File: config.mk
export PLATFORM = sky130hd
export DESIGN_NAME = quintic_joint_trajectory_generator
export DESIGN_NICKNAME = d
export VERILOG_FILES = /design/src/rtl/qjt_pkg.sv /design/src/rtl/qjt_mul.sv /design/src/rtl/qjt_div.sv /design/src/rtl/qjt_sqrt.sv /design/src/rtl/quintic_joint_trajectory_generator.sv
export SDC_FILE = /design/constraint.sdc
export NUM_CORES = 2
export LEC_CHECK = 0
export BUFFER_PORTS_ARGS = -buffer_cell sky130_fd_sc_hd__clkbuf_2
export CAP_MARGIN = 10
export CELL_PAD_IN_SITES_DETAIL_PLACEMENT = 0
export CELL_PAD_IN_SITES_GLOBAL_PLACEMENT = 1
export CORE_MARGIN = 4
export CORE_UTILIZATION = 47
export DETAILED_ROUTE_END_ITERATION = 12
export GPL_TIMING_DRIVEN = 0
export PLACE_DENSITY = 0.84
export REMOVE_ABC_BUFFERS = 1
export SYNTH_ARGS = -nofsm -noshare
export SYNTH_HDL_FRONTEND = slang
export SYNTH_SLANG_ARGS = --single-unit
export TNS_END_PERCENT = 5
File: constraint.sdc
create_clock -name clk_i -period 25.5 [get_ports clk_i]
set_input_delay 3.825 -clock clk_i [delete_from_list [all_inputs] [get_ports clk_i]]
set_output_delay 3.825 -clock clk_i [all_outputs]
set_load 0.01 [all_outputs]
File: src/rtl/qjt_pkg.sv
`default_nettype none

package qjt_pkg;

  localparam int AXES_DEF = 6;

  localparam int MUL_AW  = 36;
  localparam int MUL_BW  = 32;
  localparam int DIV_NW  = 64;
  localparam int DIV_DW  = 48;
  localparam int SQRT_XW = 64;

  typedef enum logic [1:0] {
    CMD_LOAD,
    CMD_START,
    CMD_TICK,
    CMD_STOP
  } cmd_e;

  typedef enum logic [1:0] {
    STAT_OK,
    STAT_INVALID,
    STAT_NOT_READY,
    STAT_LIMIT
  } status_e;

endpackage

`default_nettype wire

File: src/rtl/qjt_mul.sv
`default_nettype none

module qjt_mul
  import qjt_pkg::*;
#(
  parameter int AW = MUL_AW,
  parameter int BW = MUL_BW
) (
  input  logic             clk_i,
  input  logic             rst_ni,
  input  logic             go_i,
  input  logic [AW-1:0]    a_i,
  input  logic [BW-1:0]    b_i,
  output logic             done_o,
  output logic [AW+BW-1:0] prod_o
);

  localparam int PW = AW + BW;
  localparam int CW = $clog2(BW);

  logic [PW-1:0] a_q, acc_q;
  logic [BW-1:0] b_q;
  logic [CW-1:0] cnt_q;
  logic          busy_q, done_q;

  always_ff @(posedge clk_i or negedge rst_ni) begin
    if (!rst_ni) begin
      busy_q <= 1'b0;
      done_q <= 1'b0;
      cnt_q  <= '0;
    end else if (go_i) begin
      busy_q <= 1'b1;
      done_q <= 1'b0;
      cnt_q  <= '0;
    end else if (busy_q) begin
      cnt_q <= cnt_q + 1'b1;
      if (cnt_q == CW'(BW - 1)) begin
        busy_q <= 1'b0;
        done_q <= 1'b1;
      end
    end else begin
      done_q <= 1'b0;
    end
  end

  always_ff @(posedge clk_i) begin
    if (go_i) begin
      a_q   <= PW'(a_i);
      b_q   <= b_i;
      acc_q <= '0;
    end else if (busy_q) begin
      if (b_q[0]) begin
        acc_q <= acc_q + a_q;
      end
      a_q <= a_q << 1;
      b_q <= b_q >> 1;
    end
  end

  assign done_o = done_q;
  assign prod_o = acc_q;

endmodule

`default_nettype wire

File: src/rtl/qjt_div.sv
`default_nettype none

module qjt_div
  import qjt_pkg::*;
#(
  parameter int NW = DIV_NW,
  parameter int DW = DIV_DW
) (
  input  logic          clk_i,
  input  logic          rst_ni,
  input  logic          go_i,
  input  logic [NW-1:0] num_i,
  input  logic [DW-1:0] den_i,
  output logic          done_o,
  output logic [NW-1:0] quot_o,
  output logic          rem_nz_o
);

  localparam int CW = $clog2(NW);

  logic [NW-1:0] n_q;
  logic [DW-1:0] d_q, rem_q;
  logic [CW-1:0] cnt_q;
  logic          busy_q, done_q;
  logic [DW:0]   trial, diff;
  logic          ge;

  assign trial = {rem_q, n_q[NW-1]};
  assign ge    = trial >= {1'b0, d_q};
  assign diff  = trial - {1'b0, d_q};

  always_ff @(posedge clk_i or negedge rst_ni) begin
    if (!rst_ni) begin
      busy_q <= 1'b0;
      done_q <= 1'b0;
      cnt_q  <= '0;
    end else if (go_i) begin
      busy_q <= 1'b1;
      done_q <= 1'b0;
      cnt_q  <= '0;
    end else if (busy_q) begin
      cnt_q <= cnt_q + 1'b1;
      if (cnt_q == CW'(NW - 1)) begin
        busy_q <= 1'b0;
        done_q <= 1'b1;
      end
    end else begin
      done_q <= 1'b0;
    end
  end

  always_ff @(posedge clk_i) begin
    if (go_i) begin
      n_q   <= num_i;
      d_q   <= den_i;
      rem_q <= '0;
    end else if (busy_q) begin
      n_q   <= {n_q[NW-2:0], ge};
      rem_q <= ge ? diff[DW-1:0] : trial[DW-1:0];
    end
  end

  assign done_o   = done_q;
  assign quot_o   = n_q;
  assign rem_nz_o = |rem_q;

endmodule

`default_nettype wire

File: src/rtl/qjt_sqrt.sv
`default_nettype none

module qjt_sqrt
  import qjt_pkg::*;
#(
  parameter int XW = SQRT_XW
) (
  input  logic            clk_i,
  input  logic            rst_ni,
  input  logic            go_i,
  input  logic [XW-1:0]   x_i,
  output logic            done_o,
  output logic [XW/2-1:0] root_o,
  output logic            rem_nz_o
);

  localparam int RTW = XW / 2;
  localparam int RW  = RTW + 2;
  localparam int CW  = $clog2(RTW);

  logic [XW-1:0]  x_q;
  logic [RTW-1:0] root_q;
  logic [RW-1:0]  rem_q;
  logic [CW-1:0]  cnt_q;
  logic           busy_q, done_q;
  logic [RW+1:0]  remx, trial, diff;
  logic           ge;

  assign remx  = {rem_q, x_q[XW-1:XW-2]};
  assign trial = (RW + 2)'({root_q, 2'b01});
  assign ge    = remx >= trial;
  assign diff  = remx - trial;

  always_ff @(posedge clk_i or negedge rst_ni) begin
    if (!rst_ni) begin
      busy_q <= 1'b0;
      done_q <= 1'b0;
      cnt_q  <= '0;
    end else if (go_i) begin
      busy_q <= 1'b1;
      done_q <= 1'b0;
      cnt_q  <= '0;
    end else if (busy_q) begin
      cnt_q <= cnt_q + 1'b1;
      if (cnt_q == CW'(RTW - 1)) begin
        busy_q <= 1'b0;
        done_q <= 1'b1;
      end
    end else begin
      done_q <= 1'b0;
    end
  end

  always_ff @(posedge clk_i) begin
    if (go_i) begin
      x_q    <= x_i;
      root_q <= '0;
      rem_q  <= '0;
    end else if (busy_q) begin
      x_q    <= x_q << 2;
      root_q <= {root_q[RTW-2:0], ge};
      rem_q  <= ge ? diff[RW-1:0] : remx[RW-1:0];
    end
  end

  assign done_o   = done_q;
  assign root_o   = root_q;
  assign rem_nz_o = |rem_q;

endmodule

`default_nettype wire

File: src/rtl/quintic_joint_trajectory_generator.sv
`default_nettype none

// Channel  Handshake                   Payload
// in       in_valid_i / in_stall_o     cmd_i, axis_i, start_pos_i .. time_value_i
// out      out_valid_o / out_stall_i   out_axis_o, position_o .. last_o
//
// Load and stop items go straight to the emit state. A start item runs the checks over
// all axes, then the divide, multiply, divide and square root steps for each axis. A
// tick uses the bit-serial multiplier and divider that all steps share, then emits one
// result per axis. Reset clears the axis tables, the timing state and the flags. A
// stalled output holds the last result; new items are taken only while the sequencer
// is idle.

module quintic_joint_trajectory_generator
  import qjt_pkg::*;
#(
  parameter int AXES = AXES_DEF
) (
  input  logic               clk_i,
  input  logic               rst_ni,
  input  logic               in_valid_i,
  output logic               in_stall_o,
  input  logic [1:0]         cmd_i,
  input  logic [2:0]         axis_i,
  input  logic signed [23:0] start_pos_i,
  input  logic signed [23:0] target_pos_i,
  input  logic [23:0]        max_vel_i,
  input  logic [23:0]        max_acc_i,
  input  logic signed [23:0] pos_min_i,
  input  logic signed [23:0] pos_max_i,
  input  logic [31:0]        time_value_i,
  output logic               out_valid_o,
  input  logic               out_stall_i,
  output logic [2:0]         out_axis_o,
  output logic signed [23:0] position_o,
  output logic signed [31:0] velocity_o,
  output logic signed [31:0] acceleration_o,
  output logic [1:0]         status_o,
  output logic               finished_o,
  output logic               last_o
);

  localparam int AW = (AXES > 1) ? $clog2(AXES) : 1;
  localparam logic [AW-1:0] LAST_AX = AW'(AXES - 1);
  localparam int PW = MUL_AW + MUL_BW;

  localparam logic [28:0] Q_ONE    = 29'h1000_0000;
  localparam logic [32:0] Q_TEN    = 33'h0_A000_0000;
  localparam logic [31:0] ACC_K    = 32'd6053956;
  localparam logic [31:0] MIN_TIME = 32'd66;

  localparam logic [4:0] S_IDLE  = 5'd0;
  localparam logic [4:0] S_EMIT1 = 5'd1;
  localparam logic [4:0] S_CHK   = 5'd2;
  localparam logic [4:0] S_WAIT  = 5'd3;
  localparam logic [4:0] S_ST1   = 5'd4;
  localparam logic [4:0] S_ST2   = 5'd5;
  localparam logic [4:0] S_ST3   = 5'd6;
  localparam logic [4:0] S_ST4   = 5'd7;
  localparam logic [4:0] S_ST5   = 5'd8;
  localparam logic [4:0] S_TK0   = 5'd9;
  localparam logic [4:0] S_TK1   = 5'd10;
  localparam logic [4:0] S_TK2   = 5'd11;
  localparam logic [4:0] S_TK3   = 5'd12;
  localparam logic [4:0] S_TK4   = 5'd13;
  localparam logic [4:0] S_TK5   = 5'd14;
  localparam logic [4:0] S_TK6   = 5'd15;
  localparam logic [4:0] S_TK7   = 5'd16;
  localparam logic [4:0] S_TK8   = 5'd17;
  localparam logic [4:0] S_AX0   = 5'd18;
  localparam logic [4:0] S_AX1   = 5'd19;
  localparam logic [4:0] S_AX2   = 5'd20;
  localparam logic [4:0] S_AX3   = 5'd21;
  localparam logic [4:0] S_AX4   = 5'd22;
  localparam logic [4:0] S_AX5   = 5'd23;
  localparam logic [4:0] S_AX6   = 5'd24;
  localparam logic [4:0] S_TEMIT = 5'd25;

  function automatic logic in_bnd(input logic signed [23:0] p, input logic signed [23:0] lo,
                                  input logic signed [23:0] hi);
    return (p >= lo) && (p <= hi);
  endfunction

  function automatic logic [31:0] sat32(input logic neg, input logic [63:0] mag);
    logic [63:0] m;
    if (neg) begin
      m = (mag > 64'h8000_0000) ? 64'h8000_0000 : mag;
      return 32'd0 - m[31:0];
    end
    m = (mag > 64'h7FFF_FFFF) ? 64'h7FFF_FFFF : mag;
    return m[31:0];
  endfunction

  // Axis tables.
  logic signed [23:0] st_q [AXES];
  logic signed [23:0] tg_q [AXES];
  logic [23:0]        vl_q [AXES];
  logic [23:0]        al_q [AXES];
  logic signed [23:0] bl_q [AXES];
  logic signed [23:0] bh_q [AXES];

  // Result buffers for one tick.
  logic signed [23:0] pos_buf [AXES];
  logic [31:0]        vel_buf [AXES];
  logic [31:0]        acc_buf [AXES];

  logic [4:0]    state_q, state_d, ret_q, ret_d;
  logic [AW-1:0] ax_q, ax_d, oi_q, oi_d;
  logic          running_q, running_d, done_q, done_d;
  logic [31:0]   total_q, total_d, elapsed_q, elapsed_d;
  logic          lim_bad_q, lim_bad_d, bnd_bad_q, bnd_bad_d, viol_q, viol_d;
  logic [31:0]   tval_q, tval_d, dur_q, dur_d;
  logic [2:0]    res_axis_q, res_axis_d;
  status_e       res_stat_q, res_stat_d;
  logic [28:0]   u_q, u_d, u2_q, u2_d, s_q, s_d, g_q, g_d, h_q, h_d;

  logic          load_we, pos_we, vel_we, acc_we;
  logic          out_load, out_free, out_valid_q;
  logic [AW-1:0] ld_idx;
  logic          ld_ok;

  logic              mul_go, mul_done;
  logic [MUL_AW-1:0] mul_a;
  logic [MUL_BW-1:0] mul_b;
  logic [PW-1:0]     mul_p;
  logic              div_go, div_done, div_rnz;
  logic [DIV_NW-1:0] div_n, div_q;
  logic [DIV_DW-1:0] div_d;
  logic                 sqrt_go, sqrt_done, sqrt_rnz;
  logic [SQRT_XW-1:0]   sqrt_x;
  logic [SQRT_XW/2-1:0] sqrt_root;

  // Current axis.
  logic signed [23:0] cur_st, cur_tg, cur_bl, cur_bh;
  logic [23:0]        cur_vl, cur_al;
  logic signed [24:0] diff;
  logic               neg;
  logic [24:0]        ad;
  logic [28:0]        ad15;
  logic [29:0]        ad30;
  logic [34:0]        ad960;

  assign cur_st = st_q[ax_q];
  assign cur_tg = tg_q[ax_q];
  assign cur_vl = vl_q[ax_q];
  assign cur_al = al_q[ax_q];
  assign cur_bl = bl_q[ax_q];
  assign cur_bh = bh_q[ax_q];
  assign diff   = {cur_tg[23], cur_tg} - {cur_st[23], cur_st};
  assign neg    = diff[24];
  assign ad     = neg ? 25'(-diff) : 25'(diff);
  assign ad15   = 29'({ad, 4'b0}) - 29'(ad);
  assign ad30   = 30'({ad, 5'b0}) - 30'({ad, 1'b0});
  assign ad960  = 35'({ad, 10'b0}) - 35'({ad, 6'b0});

  // Derived values from the shared units.
  logic [63:0] div_qc;
  logic [31:0] tv32, dur_tv, ta32, dur_ta, dur_fin;
  logic [32:0] ta33, esum;
  logic [31:0] e_clamp;
  logic [28:0] u_new, mp_hi, v_val, w_val;
  logic [32:0] s_full, p_add, u15, poly;
  logic [29:0] u2x;
  logic        wneg;
  logic [24:0] pm, delta, pos25;
  logic signed [23:0] pos_new;
  logic [31:0] vel_new, acc_new;

  assign div_qc  = div_q + 64'(div_rnz);
  assign tv32    = (|div_qc[63:32]) ? 32'hFFFF_FFFF : div_qc[31:0];
  assign dur_tv  = (tv32 > dur_q) ? tv32 : dur_q;
  assign ta33    = 33'(sqrt_root) + 33'(sqrt_rnz);
  assign ta32    = ta33[32] ? 32'hFFFF_FFFF : ta33[31:0];
  assign dur_ta  = (ta32 > dur_q) ? ta32 : dur_q;
  assign dur_fin = (dur_ta < MIN_TIME) ? MIN_TIME : dur_ta;

  assign esum    = 33'(elapsed_q) + 33'(tval_q);
  assign e_clamp = (esum > 33'(total_q)) ? total_q : esum[31:0];
  assign u_new   = (total_q == 32'd0) ? Q_ONE : div_q[28:0];
  assign mp_hi   = mul_p[56:28];
  assign s_full  = mul_p[60:28];
  assign v_val   = Q_ONE - u_q;
  assign p_add   = Q_TEN + 33'({u2_q, 2'b0}) + 33'({u2_q, 1'b0});
  assign u15     = 33'({u_q, 4'b0}) - 33'(u_q);
  assign poly    = (p_add > u15) ? (p_add - u15) : 33'd0;
  assign u2x     = {u_q, 1'b0};
  assign wneg    = u2x > {1'b0, Q_ONE};
  assign w_val   = wneg ? 29'(u2x - {1'b0, Q_ONE}) : 29'({1'b0, Q_ONE} - u2x);

  assign pm      = mul_p[52:28];
  assign delta   = neg ? (25'd0 - pm) : pm;
  assign pos25   = {cur_st[23], cur_st} + delta;
  assign pos_new = (u_q == Q_ONE) ? cur_tg : pos25[23:0];
  assign vel_new = (total_q == 32'd0) ? 32'd0 : sat32(neg, div_q);
  assign acc_new = (total_q == 32'd0) ? 32'd0 : sat32(neg ^ wneg, div_q);

  assign ld_idx = AW'(axis_i);
  assign ld_ok  = {2'b00, axis_i} < 5'(AXES);

  assign in_stall_o = (state_q != S_IDLE);
  assign out_free   = !out_valid_q || !out_stall_i;

  always_comb begin
    state_d    = state_q;
    ret_d      = ret_q;
    ax_d       = ax_q;
    oi_d       = oi_q;
    running_d  = running_q;
    done_d     = done_q;
    total_d    = total_q;
    elapsed_d  = elapsed_q;
    lim_bad_d  = lim_bad_q;
    bnd_bad_d  = bnd_bad_q;
    viol_d     = viol_q;
    tval_d     = tval_q;
    dur_d      = dur_q;
    res_axis_d = res_axis_q;
    res_stat_d = res_stat_q;
    u_d        = u_q;
    u2_d       = u2_q;
    s_d        = s_q;
    g_d        = g_q;
    h_d        = h_q;
    load_we    = 1'b0;
    pos_we     = 1'b0;
    vel_we     = 1'b0;
    acc_we     = 1'b0;
    out_load   = 1'b0;
    mul_go     = 1'b0;
    mul_a      = '0;
    mul_b      = '0;
    div_go     = 1'b0;
    div_n      = '0;
    div_d      = '0;
    sqrt_go    = 1'b0;
    sqrt_x     = '0;

    unique case (state_q)
      S_IDLE: begin
        if (in_valid_i) begin
          tval_d     = time_value_i;
          res_axis_d = 3'd0;
          res_stat_d = STAT_OK;
          ax_d       = '0;
          case (cmd_e'(cmd_i))
            CMD_LOAD: begin
              res_axis_d = axis_i;
              if (ld_ok) begin
                load_we = 1'b1;
              end else begin
                res_stat_d = STAT_INVALID;
              end
              state_d = S_EMIT1;
            end
            CMD_START: begin
              lim_bad_d = 1'b0;
              bnd_bad_d = 1'b0;
              state_d   = S_CHK;
            end
            CMD_TICK: begin
              if (running_q || done_q) begin
                state_d = S_TK0;
              end else begin
                res_stat_d = STAT_NOT_READY;
                state_d    = S_EMIT1;
              end
            end
            default: begin
              running_d = 1'b0;
              done_d    = 1'b0;
              state_d   = S_EMIT1;
            end
          endcase
        end
      end
      S_EMIT1: begin
        if (out_free) begin
          out_load = 1'b1;
          state_d  = S_IDLE;
        end
      end
      S_CHK: begin
        lim_bad_d = lim_bad_q | (cur_vl == 24'd0) | (cur_al == 24'd0);
        bnd_bad_d = bnd_bad_q | !in_bnd(cur_st, cur_bl, cur_bh)
                              | !in_bnd(cur_tg, cur_bl, cur_bh);
        if (ax_q == LAST_AX) begin
          ax_d = '0;
          if (lim_bad_d) begin
            res_stat_d = STAT_INVALID;
            state_d    = S_EMIT1;
          end else if (bnd_bad_d) begin
            res_stat_d = STAT_LIMIT;
            state_d    = S_EMIT1;
          end else begin
            dur_d   = tval_q;
            state_d = S_ST1;
          end
        end else begin
          ax_d = ax_q + 1'b1;
        end
      end
      S_WAIT: begin
        if (mul_done || div_done || sqrt_done) begin
          state_d = ret_q;
        end
      end
      S_ST1: begin
        div_go  = 1'b1;
        div_n   = 64'({ad15, 13'b0});
        div_d   = DIV_DW'(cur_vl);
        ret_d   = S_ST2;
        state_d = S_WAIT;
      end
      S_ST2: begin
        dur_d   = dur_tv;
        mul_go  = 1'b1;
        mul_a   = MUL_AW'(ad);
        mul_b   = MUL_BW'(ACC_K);
        ret_d   = S_ST3;
        state_d = S_WAIT;
      end
      S_ST3: begin
        div_go  = 1'b1;
        div_n   = {mul_p[51:0], 12'b0};
        div_d   = DIV_DW'(cur_al);
        ret_d   = S_ST4;
        state_d = S_WAIT;
      end
      S_ST4: begin
        sqrt_go = 1'b1;
        sqrt_x  = div_qc;
        ret_d   = S_ST5;
        state_d = S_WAIT;
      end
      S_ST5: begin
        if (ax_q == LAST_AX) begin
          ax_d       = '0;
          total_d    = dur_fin;
          elapsed_d  = 32'd0;
          running_d  = 1'b1;
          done_d     = 1'b0;
          res_stat_d = STAT_OK;
          state_d    = S_EMIT1;
        end else begin
          dur_d   = dur_ta;
          ax_d    = ax_q + 1'b1;
          state_d = S_ST1;
        end
      end
      S_TK0: begin
        elapsed_d = e_clamp;
        if (total_q == 32'd0) begin
          state_d = S_TK1;
        end else begin
          div_go  = 1'b1;
          div_n   = {4'b0, e_clamp, 28'b0};
          div_d   = DIV_DW'(total_q);
          ret_d   = S_TK1;
          state_d = S_WAIT;
        end
      end
      S_TK1: begin
        u_d     = u_new;
        mul_go  = 1'b1;
        mul_a   = MUL_AW'(u_new);
        mul_b   = MUL_BW'(u_new);
        ret_d   = S_TK2;
        state_d = S_WAIT;
      end
      S_TK2: begin
        u2_d    = mp_hi;
        mul_go  = 1'b1;
        mul_a   = MUL_AW'(mp_hi);
        mul_b   = MUL_BW'(u_q);
        ret_d   = S_TK3;
        state_d = S_WAIT;
      end
      S_TK3: begin
        mul_go  = 1'b1;
        mul_a   = MUL_AW'(mp_hi);
        mul_b   = poly[31:0];
        ret_d   = S_TK4;
        state_d = S_WAIT;
      end
      S_TK4: begin
        s_d     = (s_full > 33'(Q_ONE)) ? Q_ONE : s_full[28:0];
        mul_go  = 1'b1;
        mul_a   = MUL_AW'(v_val);
        mul_b   = MUL_BW'(v_val);
        ret_d   = S_TK5;
        state_d = S_WAIT;
      end
      S_TK5: begin
        mul_go  = 1'b1;
        mul_a   = MUL_AW'(u2_q);
        mul_b   = MUL_BW'(mp_hi);
        ret_d   = S_TK6;
        state_d = S_WAIT;
      end
      S_TK6: begin
        g_d     = mp_hi;
        mul_go  = 1'b1;
        mul_a   = MUL_AW'(u_q);
        mul_b   = MUL_BW'(v_val);
        ret_d   = S_TK7;
        state_d = S_WAIT;
      end
      S_TK7: begin
        mul_go  = 1'b1;
        mul_a   = MUL_AW'(mp_hi);
        mul_b   = MUL_BW'(w_val);
        ret_d   = S_TK8;
        state_d = S_WAIT;
      end
      S_TK8: begin
        h_d     = mp_hi;
        ax_d    = '0;
        viol_d  = 1'b0;
        state_d = S_AX0;
      end
      S_AX0: begin
        mul_go  = 1'b1;
        mul_a   = MUL_AW'(ad);
        mul_b   = MUL_BW'(s_q);
        ret_d   = S_AX1;
        state_d = S_WAIT;
      end
      S_AX1: begin
        pos_we  = 1'b1;
        viol_d  = viol_q | !in_bnd(pos_new, cur_bl, cur_bh);
        mul_go  = 1'b1;
        mul_a   = MUL_AW'(ad30);
        mul_b   = MUL_BW'(g_q);
        ret_d   = S_AX2;
        state_d = S_WAIT;
      end
      S_AX2: begin
        div_go  = 1'b1;
        div_n   = mul_p[63:0];
        div_d   = DIV_DW'({total_q, 12'b0});
        ret_d   = S_AX3;
        state_d = S_WAIT;
      end
      S_AX3: begin
        vel_we  = 1'b1;
        mul_go  = 1'b1;
        mul_a   = MUL_AW'(ad960);
        mul_b   = MUL_BW'(h_q);
        ret_d   = S_AX4;
        state_d = S_WAIT;
      end
      S_AX4: begin
        div_go  = 1'b1;
        div_n   = mul_p[63:0];
        div_d   = DIV_DW'(total_q);
        ret_d   = S_AX5;
        state_d = S_WAIT;
      end
      S_AX5: begin
        div_go  = 1'b1;
        div_n   = div_q;
        div_d   = DIV_DW'(total_q);
        ret_d   = S_AX6;
        state_d = S_WAIT;
      end
      S_AX6: begin
        acc_we = 1'b1;
        if (ax_q == LAST_AX) begin
          if (viol_q) begin
            running_d = 1'b0;
            done_d    = 1'b0;
          end else if (u_q == Q_ONE) begin
            running_d = 1'b0;
            done_d    = 1'b1;
          end
          ax_d    = '0;
          oi_d    = '0;
          state_d = S_TEMIT;
        end else begin
          ax_d    = ax_q + 1'b1;
          state_d = S_AX0;
        end
      end
      S_TEMIT: begin
        if (out_free) begin
          out_load = 1'b1;
          if (oi_q == LAST_AX) begin
            oi_d    = '0;
            state_d = S_IDLE;
          end else begin
            oi_d = oi_q + 1'b1;
          end
        end
      end
      default: begin
        state_d = S_IDLE;
      end
    endcase
  end

  always_ff @(posedge clk_i or negedge rst_ni) begin
    if (!rst_ni) begin
      state_q     <= S_IDLE;
      ret_q       <= S_IDLE;
      ax_q        <= '0;
      oi_q        <= '0;
      running_q   <= 1'b0;
      done_q      <= 1'b0;
      total_q     <= '0;
      elapsed_q   <= '0;
      lim_bad_q   <= 1'b0;
      bnd_bad_q   <= 1'b0;
      viol_q      <= 1'b0;
      out_valid_q <= 1'b0;
      for (int i = 0; i < AXES; i++) begin
        st_q[i] <= '0;
        tg_q[i] <= '0;
        vl_q[i] <= '0;
        al_q[i] <= '0;
        bl_q[i] <= '0;
        bh_q[i] <= '0;
      end
    end else begin
      state_q   <= state_d;
      ret_q     <= ret_d;
      ax_q      <= ax_d;
      oi_q      <= oi_d;
      running_q <= running_d;
      done_q    <= done_d;
      total_q   <= total_d;
      elapsed_q <= elapsed_d;
      lim_bad_q <= lim_bad_d;
      bnd_bad_q <= bnd_bad_d;
      viol_q    <= viol_d;
      if (out_load) begin
        out_valid_q <= 1'b1;
      end else if (!out_stall_i) begin
        out_valid_q <= 1'b0;
      end
      if (load_we) begin
        st_q[ld_idx] <= start_pos_i;
        tg_q[ld_idx] <= target_pos_i;
        vl_q[ld_idx] <= max_vel_i;
        al_q[ld_idx] <= max_acc_i;
        bl_q[ld_idx] <= pos_min_i;
        bh_q[ld_idx] <= pos_max_i;
      end
    end
  end

  logic               from_buf;
  logic [2:0]         o_axis;
  logic signed [23:0] o_pos;
  logic [31:0]        o_vel, o_acc;
  logic [1:0]         o_stat;
  logic               o_last;

  assign from_buf = (state_q == S_TEMIT);
  assign o_axis   = from_buf ? 3'(oi_q) : res_axis_q;
  assign o_pos    = from_buf ? pos_buf[oi_q] : 24'sd0;
  assign o_vel    = from_buf ? vel_buf[oi_q] : 32'd0;
  assign o_acc    = from_buf ? acc_buf[oi_q] : 32'd0;
  assign o_stat   = from_buf ? (viol_q ? STAT_LIMIT : STAT_OK) : res_stat_q;
  assign o_last   = from_buf ? (oi_q == LAST_AX) : 1'b1;

  always_ff @(posedge clk_i) begin
    tval_q     <= tval_d;
    dur_q      <= dur_d;
    res_axis_q <= res_axis_d;
    res_stat_q <= res_stat_d;
    u_q        <= u_d;
    u2_q       <= u2_d;
    s_q        <= s_d;
    g_q        <= g_d;
    h_q        <= h_d;
    if (pos_we) begin
      pos_buf[ax_q] <= pos_new;
    end
    if (vel_we) begin
      vel_buf[ax_q] <= vel_new;
    end
    if (acc_we) begin
      acc_buf[ax_q] <= acc_new;
    end
    if (out_load) begin
      out_axis_o     <= o_axis;
      position_o     <= o_pos;
      velocity_o     <= o_vel;
      acceleration_o <= o_acc;
      status_o       <= o_stat;
      finished_o     <= done_q;
      last_o         <= o_last;
    end
  end

  assign out_valid_o = out_valid_q;

  qjt_mul #(
    .AW(MUL_AW),
    .BW(MUL_BW)
  ) u_mul (
    .clk_i  (clk_i),
    .rst_ni (rst_ni),
    .go_i   (mul_go),
    .a_i    (mul_a),
    .b_i    (mul_b),
    .done_o (mul_done),
    .prod_o (mul_p)
  );

  qjt_div #(
    .NW(DIV_NW),
    .DW(DIV_DW)
  ) u_div (
    .clk_i    (clk_i),
    .rst_ni   (rst_ni),
    .go_i     (div_go),
    .num_i    (div_n),
    .den_i    (div_d),
    .done_o   (div_done),
    .quot_o   (div_q),
    .rem_nz_o (div_rnz)
  );

  qjt_sqrt #(
    .XW(SQRT_XW)
  ) u_sqrt (
    .clk_i    (clk_i),
    .rst_ni   (rst_ni),
    .go_i     (sqrt_go),
    .x_i      (sqrt_x),
    .done_o   (sqrt_done),
    .root_o   (sqrt_root),
    .rem_nz_o (sqrt_rnz)
  );

endmodule

`default_nettype wire
==> impl_metrics.toml <==
[detailed_routing]
wl_met1_um = 154000
route.met2.wl_um = 181000
via_per_inst = 6.24
drt_wl_total_um = 393000
drc = 0
top_layer = "met5"
ant_nets = 0
drtPass1Iterations = 12
initialDrtViolationCount = 9841
met3_length_um = 32900
route.vias.total = 92016
wl_per_cell_um = 26.7

[timing]
slew-limit-headroom_pct = 11.1
slew_viol_final = 0
hold_viol = 0
finalCritPeriodShare_pct = 51.2
layout_min_cycle_time_ns = 13.07
fin_setup_tns_ns = 0
fin_skew_ns = 0.129
grt_setup_unrepaired = "false"
setup-violations-final = 0
setup_ws_ns = 12.43
whs_ns = 0.482
worstMarginPinSlew_ns = 1.32
fmax_mhz = 76.5

[synth]
synth_edf_count = 1077
synth_area_leader_cell = "edfxtp_1"
synth.distinct_cells = 102
synthTopCellsByCount = "edfxtp_1 (1077), dfrtp_1 (972), mux2_2 (883)"
ys_seq_area_share_pct = 49.0
yosysTopAreaCellShare_pct = 26.0
synthTopCellsByArea = "edfxtp_1 (26%), dfrtp_1 (20%), mux2_2 (8.0%), ha_1 (6.1%), mux4_2 (4.2%)"
syn_inst = 10965
yosysMostFrequentCell = "edfxtp_1"
synth_seq_cells = 2255
syn_area_per_cell_um2 = 11.3
ys_warn_count = 0
synthFlopType = "edfxtp_1"
syn_area_um2 = 124000
async_reset_ff_share_pct = 43.1

[worst_setup_path]
path_common_cell = "buf_16"
crit_slowest_cell = "o21ai_0"
crit_path_start_kind = "register"
worst_ep_required_time_ns = 26.35
critPathTopFamily = "compound AO/OA/AOI/OAI gates"
cp-end-kind = "register"
path_class = "register to register"
reg2reg_to = "viol_q"
cp_max_fo = 47
r2r_cells = 39
crit_buf_inv = 7
slowest_delay_ns = 0.86
r2r_start = "ax_q[0]"
r2r_slack_ns = 12.43
cp.arrival_ns = 13.92

[global_route]
antenna_found_initial = 37
grt_pass1_vias = 91383
grt_max_degree = 126
grt_pass1_wl_um = 587000
track_usage_pct = 28.2
overflow = 0

[cells_and_area]
drive_above_1_share_pct = 18.7
fin_area_um2 = 140000
area_growth_pct = 12.4
nets = 11805

[run]
cap_viol_max_count = 0

[clocking]
cts_buffers = 246
ctsHoldBuffers = 0
clk_pin_slew_ns = 0.08
cts_root_buf = "clkbuf_16"
htreeDepth = 4
cts_tree = "yes"
clock-sinks = 2255
post-cts-setup-buffer-count = 0
cts_resized = 0
clock_path_buffers = 4
insertion_delay_ns = 0.98

[floorplanning]
chipWidth_um = 522
start_util_pct = 47.3
die_height_um = 522
io-pin-count = 282
core_um2 = 263000
rows = 188
die-area_um2 = 272000

[outcome]
status = "complete, no violations"

[placed_design]
place.gp.congestion = 1.00
io_buffers = 281
dpl_worst_slack_ns = 12.38
post-dp-hpwl_um = 283000
place_area_um2 = 131000

[hold_path]
min_path_type = "register to register"
worstHoldPathCells = 2
worstHoldEndpoint = "u_mul.prod_o[61]"
min-delay-start = "u_mul.prod_o[61]"
## how the worst max path moves through the flow
| stage | start | end | slack (ns) | cells after the start |
|---|---|---|---|---|
| floorplan | ax_q[0] | viol_q | 6.80 | 33 |
| global placement | ax_q[0] | viol_q | -3.43 | 31 |
| detailed placement | ax_q[0] | viol_q | 12.38 | 39 |
| CTS | ax_q[0] | viol_q | 12.40 | 39 |
| global route | ax_q[0] | viol_q | 11.80 | 39 |
| finish | ax_q[0] | viol_q | 12.43 | 39 |
## kinds of logic (layout without fill, tap and decap cells)
logic type	after synthesis	after routing	synth area share [%]
DFF	2255	2255	49.0
AOI/OAI and AO/OA	2494	2494	13.1
adders and majority gates	614	614	6.22
muxes	1505	1505	15.4
other	0	19	0
buffers and inverters	990	1232	3.04
and+or+nand+nor	2633	2633	9.98
xor gates and xnor gates	474	474	3.36
## routing by layer
layer,GRT usage (%),up-vias
li1,-,41333
met1,36.3,45933
met2,45.1,3812
met3,5.72,906
met4,14.9,32
met5,0,-
## per-stage QoR
step | cells | utilization (%)
6_report | 14741 | 53.1
3_3_place_gp | 14107 | 48.5
5_1_grt | 14724 | 53.1
2_1_floorplan | 10311 | -
4_1_cts | 14719 | 53.1
3_5_place_dp | 14270 | 50.0
## layout make-up
cell class	instances	area, um^2
Clock inverter	132	1460
Clock buffer	317	6780
Tap cell	3515	4400
Multi-Input combinational cell	7720	60100
Timing Repair Buffer	447	4720
Inverter	336	1270
Sequential cell	2255	60800
Antenna cell	19	47.5
Fill cell	22194	123000
## placed cells by master (no fill, tap or decap), drive strengths merged, types with 69 or more instances in the layout
master     n
edfxtp  1077
dfrtp    972
mux2     883
nor2     781
nand2    766
a21oi    630
o21ai    628
ha       608
clkbuf   600
mux2i    390
inv      354
xnor2    311
a21o     255
mux4     232
dfxtp    206
nand3    201
buf      164
xor2     162
a211oi   161
nand4    153
nor3     153
a31oi    107
and3     105
nor2b    104
a222oi    97
nor4      88
clkinv    75
nand2b    69
## sequential cells by signal, summed over array words and instances (netlist names), 34 cells and up
| name | flops |
|---|---|
| u_div.d_q | 44 |
| u_sqrt.x_q | 64 |
| u_mul.a_q | 64 |
| u_sqrt.rem_q | 34 |
| st_q | 144 |
| acc_buf | 192 |
| u_div.quot_o | 64 |
| al_q | 144 |
| u_mul.prod_o | 64 |
| tg_q | 144 |
| vl_q | 144 |
| u_div.rem_q | 48 |
| vel_buf | 192 |
| bh_q | 144 |
| bl_q | 144 |
| pos_buf | 144 |
## worst reg2reg max path, delay by kind of cell (launching register included)
family	cells	cell delay [ns]
AOI/OAI and AO/OA	17	4.94
buffers and inverters	7	2.63
and+or+nand+nor	8	2.36
adders and majority gates	3	1.27
muxes	2	1.04
DFF	1	0.50
xor gates and xnor gates	2	0.28
Power is left out: the tool's default activity adds up to more than one toggle a clock period on the data nets, which glitch-free logic cannot reach.
